[src/rtl/sgm_pkg.sv]
// Package for the Sobel gradient magnitude block: widths, register indexes,
// reset values and the command/status structs between controller and datapath.
// No dependencies.
package sgm_pkg;

  localparam int unsigned MaxLine  = 1024;
  localparam int unsigned PixW     = 8;
  localparam int unsigned ColW     = $clog2(MaxLine);
  localparam int unsigned LenW     = 11;
  localparam int unsigned RowW     = 16;
  localparam int unsigned CfgDataW = 16;
  localparam int unsigned CfgIdxW  = 1;
  localparam int unsigned AbsW     = 10;
  localparam int unsigned SqW      = 2 * AbsW;
  localparam int unsigned SumW     = SqW + 1;
  localparam int unsigned RadW     = 16;
  localparam int unsigned RemW     = 11;
  localparam int unsigned StepW    = 3;

  localparam logic [CfgIdxW-1:0] CfgLineLength = 1'b0;
  localparam logic [CfgIdxW-1:0] CfgLineCount  = 1'b1;

  localparam logic [LenW-1:0] LineLengthRst = LenW'(640);
  localparam logic [RowW-1:0] LineCountRst  = RowW'(480);
  localparam logic [PixW-1:0] MagMax        = '1;

  typedef struct packed {
    logic accept;     // latch request pixel, read line stores
    logic shift;      // shift window, write line stores, advance position
    logic grad;       // form |Gx|, |Gy|
    logic square;     // square both gradients
    logic root_init;  // load root unit
    logic root_step;  // one root digit
    logic emit;       // load output register
  } sgm_cmd_t;

  typedef struct packed {
    logic interior;
    logic root_last;
    logic out_busy;
  } sgm_sts_t;

endpackage

[src/rtl/sgm_ctrl.sv]
// Controller of the Sobel block: sequences one pixel request through the
// datapath. Depends on sgm_pkg.
module sgm_ctrl
  import sgm_pkg::*;
(
  input  logic     clk_i,
  input  logic     rst_ni,
  input  logic     in_valid_i,
  output logic     in_ready_o,
  input  sgm_sts_t sts_i,
  output sgm_cmd_t cmd_o
);

  typedef enum logic [6:0] {
    StIdle   = 7'b0000001,
    StShift  = 7'b0000010,
    StGrad   = 7'b0000100,
    StSquare = 7'b0001000,
    StRInit  = 7'b0010000,
    StRoot   = 7'b0100000,
    StEmit   = 7'b1000000
  } state_e;

  state_e state_q, state_d;

  always_comb begin
    state_d    = state_q;
    cmd_o      = '0;
    in_ready_o = 1'b0;
    unique case (state_q)
      StIdle: begin
        in_ready_o   = 1'b1;
        cmd_o.accept = in_valid_i;
        if (in_valid_i) state_d = StShift;
      end
      StShift: begin
        cmd_o.shift = 1'b1;
        state_d     = sts_i.interior ? StGrad : StIdle;
      end
      StGrad: begin
        cmd_o.grad = 1'b1;
        state_d    = StSquare;
      end
      StSquare: begin
        cmd_o.square = 1'b1;
        state_d      = StRInit;
      end
      StRInit: begin
        cmd_o.root_init = 1'b1;
        state_d         = StRoot;
      end
      StRoot: begin
        cmd_o.root_step = 1'b1;
        if (sts_i.root_last) state_d = StEmit;
      end
      StEmit: begin
        cmd_o.emit = !sts_i.out_busy;
        if (!sts_i.out_busy) state_d = StIdle;
      end
      default: state_d = StIdle;
    endcase
  end

  always_ff @(posedge clk_i or negedge rst_ni) begin
    if (!rst_ni) begin
      state_q <= StIdle;
    end else begin
      state_q <= state_d;
    end
  end

endmodule

[config.mk]
export PLATFORM = sky130hd
export DESIGN_NAME = sgm_ctrl
export DESIGN_NICKNAME = d
export VERILOG_FILES = /design/src/rtl/sgm_pkg.sv /design/src/rtl/sgm_ctrl.sv
export SDC_FILE = /design/constraint.sdc
export NUM_CORES = 1
export LEC_CHECK = 0
export ABC_AREA = 1
export BUFFER_PORTS_ARGS = -buffer_cell sky130_fd_sc_hd__buf_4
export CELL_PAD_IN_SITES_DETAIL_PLACEMENT = 2
export CELL_PAD_IN_SITES_GLOBAL_PLACEMENT = 2
export CORE_MARGIN = 1.5
export CORE_UTILIZATION = 21
export DETAILED_ROUTE_END_ITERATION = 16
export GPL_TIMING_DRIVEN = 0
export PLACE_DENSITY = 0.72
export SYNTH_ARGS = -nofsm -noshare
export SYNTH_HDL_FRONTEND = slang
export SYNTH_SLANG_ARGS = --single-unit
[constraint.sdc]
create_clock -name clk_i -period 1 [get_ports clk_i]
set_input_delay 0.1 -clock clk_i [delete_from_list [all_inputs] [get_ports clk_i]]
set_output_delay 0.1 -clock clk_i [all_outputs]
set_load 0.02 [all_outputs]
# Word level (Yosys, flattened, before mapping)
# Cells that the tools add are included.
# totals
out_inout_bits	8
regBits	7
elab_cells	26
inputBits	6
# classes
n_mux	13
n_eq_ne	10
n_reduce_logical	2
# op_table
op	count
case mux 7 bit (7 select lines)	1
2-to-1 mux 7 bit	3
2-to-1 mux 1 bit	8
== test 7 x 1 -> 1 bit, second input constant	1
== test 7 x 2 -> 1 bit, second input constant	1
== test 7 x 3 -> 1 bit, second input constant	1
== test 7 x 4 -> 1 bit, second input constant	1
== test 7 x 5 -> 1 bit, second input constant	1
== test 7 x 6 -> 1 bit, second input constant	1
== test 7 bit, second input constant	1
inequality test 2 bit, second input constant	3
2-to-1 mux 3 bit	1
AND reduction 3 bit	1
zero test 1 bit	1

# Depth between registers and ports, before layout
# logic_depth
ltp_word	3
depth_mapped	8
depth_no_buf	8

# Worst setup path after synthesis
# OpenSTA, ideal clock, no wires.
# synth_timing
path_type	register -> output
from	register state_q[0]
to	output cmd_o[6] in the netlist's numbering
stages_incl_launch_ff	5
setup_slack_ns	-0.196
t_required_ns	0.900
arrival_time_ns	1.096
path_buffers	0
cell_sequence	dfstp_2 > nand2_1 > nor2_1 > nand2_1 > nor2_1
# synth_rtl
element	line	rtl
start, declared	sgm_ctrl.sv:24	state_e state_q, state_d;
start signal, assigned	sgm_ctrl.sv:66	state_q <= StIdle;
start signal, assigned	sgm_ctrl.sv:68	state_q <= state_d;
end, declared	sgm_ctrl.sv:11	output sgm_cmd_t cmd_o

==> metrics.yaml <==
global_route:
  grt_overflow: 0
  global_route.usage.total: 0.168
  maximum_number_of_pins_on_one_net_before_global_route_repair: 8
  number_of_global_route_vias_before_repair: 624
  wire_length_of_the_first_global_routing_pass_microns: 2930
  grt_antenna_before_repair: 0
sta:
  timing.final.crit_period_ps: 1490
  timing.slew.headroom: 0.819
  clock_skew_ps: 12.6
  grt_setup_unrepaired: "true"
  achievable-frequency_mhz: 673
  setup_violation_total_in_the_final_timing_report: 15
  final-hold-violation-count: 0
  timing.final.max_slew_violations: 0
  period_share: 1.49
  worst_slew_pin_slew_ps: 271
  finalSetupTns_ps: -5400
  fin_ws_ps: -486
worst_setup_path:
  worst_r2r_path_depth: 9
  worstSetupPathDepth: 6
  critPathRequiredTime_ps: 900
  timing.critical_path.arrival_ps: 1390
  worst_setup_path_end_kind: "primary output"
  cp_common_cell: "sky130_fd_sc_hd__nor2_4"
  critical-path-top-delay-family: "simple AND/OR/NAND/NOR gates"
  longest_individual_stage_delay_on_the_worst_path_ps: 400
  critical_path_class: "reg -> out"
  cp.buffers_inverters: 2
  worstPathCellList: "inv_2 -> nand2_4 -> nor2_4 -> nand2_2 -> nor2_4 -> buf_6"
  cp_max_fo: 4
  worst_path_max_delay_cell: "sky130_fd_sc_hd__dfrtp_1"
  timing.critical_path.from_type: "flop"
layout:
  largest_registers: "state_q: 7 flops"
  post_layout_nonfiller_instances: 128
  drive_above_1_share: 0.832
  finalInstanceArea_sq_um: 976
  final_nets: 108
  combined_area_of_the_multi_input_logic_cells_sq_um: 345
  utilization: 0.503
  regArea_sq_um: 176
  num_antenna_cells: 0
  largest_register: "state_q"
  largest_register_ff_count: 7
  fillerInstances: 200
  syn2layout_area_growth_pct: 126
yosys:
  synthesis.yosys.warnings: 0
  syn-num-nets: 69
  post_syn_area_per_cell_sq_um: 6.85
  postSynthRegisterBits: 7
  synthesized_instance_count: 63
  syn_area_sq_um: 432
  number_of_unique_standard_cell_types_used_by_synthesis: 12
  synth_sequential_area_ratio: 0.409
placed_design:
  port_buffers: 13
  place.detailed.instances: 103
  dp_slack_ps: -217
  gp_congestion: 0.676
  placedInstanceArea_sq_um: 621
  dp_hpwl_microns: 987
clocking:
  htree_num_levels: 1
  ctsLongestPathBuffers: 2
  worst_setup_hold_path_clk_slew_ps: 70
  source_to_sink_clock_delay_at_the_later_pin_of_the_worst_skew_pair_ps: 270
  clock-sinks: 7
  root_buffer: "sky130_fd_sc_hd__clkbuf_4"
  tritoncts_clock_tree: "done"
  tritoncts_buffers: 3
routing:
  detail_route.first_pass.iterations: 4
  final_routed_drc_violation_total: 0
  routed-via-count: 526
  avgViaCountPerCell: 4.11
  drt-total-wl_microns: 2160
  postRouteAntennaNets: 0
  dr.first_iter.drc_count: 2
  avgRoutedWirePerCell_microns: 16.9
job:
  cap_violations: 0
floorplanning:
  coreArea_sq_um: 1940
  io_pins: 14
  start_util: 0.222
  floorplan.die_area_sq_um: 2340
  die_y_microns: 48.3
  chipWidth_microns: 48.3
  num_rows: 16
min_path:
  hold_path.class: "in -> reg"
  cell_count_of_the_worst_hold_path: 3
run_status:
  status: "finished with violations"
  failed_checks: "negative setup slack"
power:
  power_per_standard_cell_area_nw_per_um2: 2080
  leakagePower_nw: 0.516
  vdd.ir_drop.worst_v: 0.00134
-- Yosys cell counts (all sizes together) --
library cell,count,area share
nor3,1,0.023
o21ai,1,0.012
dfstp,1,0.061
nand2,13,0.13
nor2,14,0.17
dfrtp,6,0.35
nand3,8,0.093
inv,19,0.17
-- placed cells by master, fill, tap and decap left out, types with 3 or more instances in the layout --
cell	instances
sky130_fd_sc_hd__buf_4	16
sky130_fd_sc_hd__buf_6	17
sky130_fd_sc_hd__clkbuf_4	3
sky130_fd_sc_hd__dfrtp_1	6
sky130_fd_sc_hd__inv_1	4
sky130_fd_sc_hd__inv_2	15
sky130_fd_sc_hd__nand2_1	3
sky130_fd_sc_hd__nand2_2	6
sky130_fd_sc_hd__nand2_4	4
sky130_fd_sc_hd__nand3_2	3
sky130_fd_sc_hd__nand3_4	5
sky130_fd_sc_hd__nor2_1	3
sky130_fd_sc_hd__nor2_2	4
sky130_fd_sc_hd__nor2_4	7
-- cell families (layout without fill, tap and decap cells) --
| logic type | count (synthesis) | count (layout) | share of synthesized area |
|---|---|---|---|
| buf+inv | 19 | 57 | 0.165 |
| simple gates | 36 | 36 | 0.415 |
| flops | 7 | 7 | 0.409 |
| compound gates | 1 | 1 | 0.0116 |
-- timing repair --
action,4_1_cts,5_1_grt
setup buffers,19,7
endpoints found under the setup margin,15,15
hold buffers,1,0
hold endpoints to repair,7,0
pin swaps,13,17
gates resized for setup,33,19
-- worst min-delay path, cell delays in order --
cell and delay, ps:
sky130_fd_sc_hd__buf_4 110, sky130_fd_sc_hd__inv_1 70, sky130_fd_sc_hd__nor2_2 60
-- cell type report --
class,instances,area share
tap,27,0.0346
timing repair buffer,34,0.329
inverter,19,0.0731
clock inverter,1,0.00513
clock buffer,3,0.0231
multi-input combinational,37,0.354
sequential,7,0.181
-- where the power goes --
part	switching, mW	leakage (nW)	internal (mW)	total [mW]
sequential	0.0467	0.0932	0.347	0.394
clock	0.135	0.0177	0.147	0.283
combinational	0.739	0.405	0.613	1.35
total	0.921	0.516	1.11	2.03
-- routing by layer --
| metal | track usage | up-vias | share of wire |
|---|---|---|---|
| met2 | 0.329 | 8 | 0.55 |
| met1 | 0.191 | 257 | 0.42 |
| met3 | 0.0185 | 2 | 0.025 |
| li1 | - | 259 | - |
| met5 | 0 | - | 0 |
| met4 | 0.0429 | 0 | 0.0046 |
-- stage by stage --
stage	power (mW)	hold slack [ps]
2_1_floorplan	0.875	-196
3_3_place_gp	1.05	-83.6
3_5_place_dp	1.07	-82.4
4_1_cts	1.84	81.2
5_1_grt	2.14	112
6_report	2.03	113
-- worst paths after layout --
check,start,to,slack (ps)
setup / recovery,state_q[3],cmd_o[0],-490
min in group asynchronous,rst_ni,state_q[3],190
setup reg to reg,state_q[3],state_q[0],-380
hold reg to reg,state_q[0],state_q[1],780
hold / removal,sts_i[2],state_q[2],110
max in group asynchronous,rst_ni,state_q[0],610
Note: power is estimated with default switching activity, not from simulation.
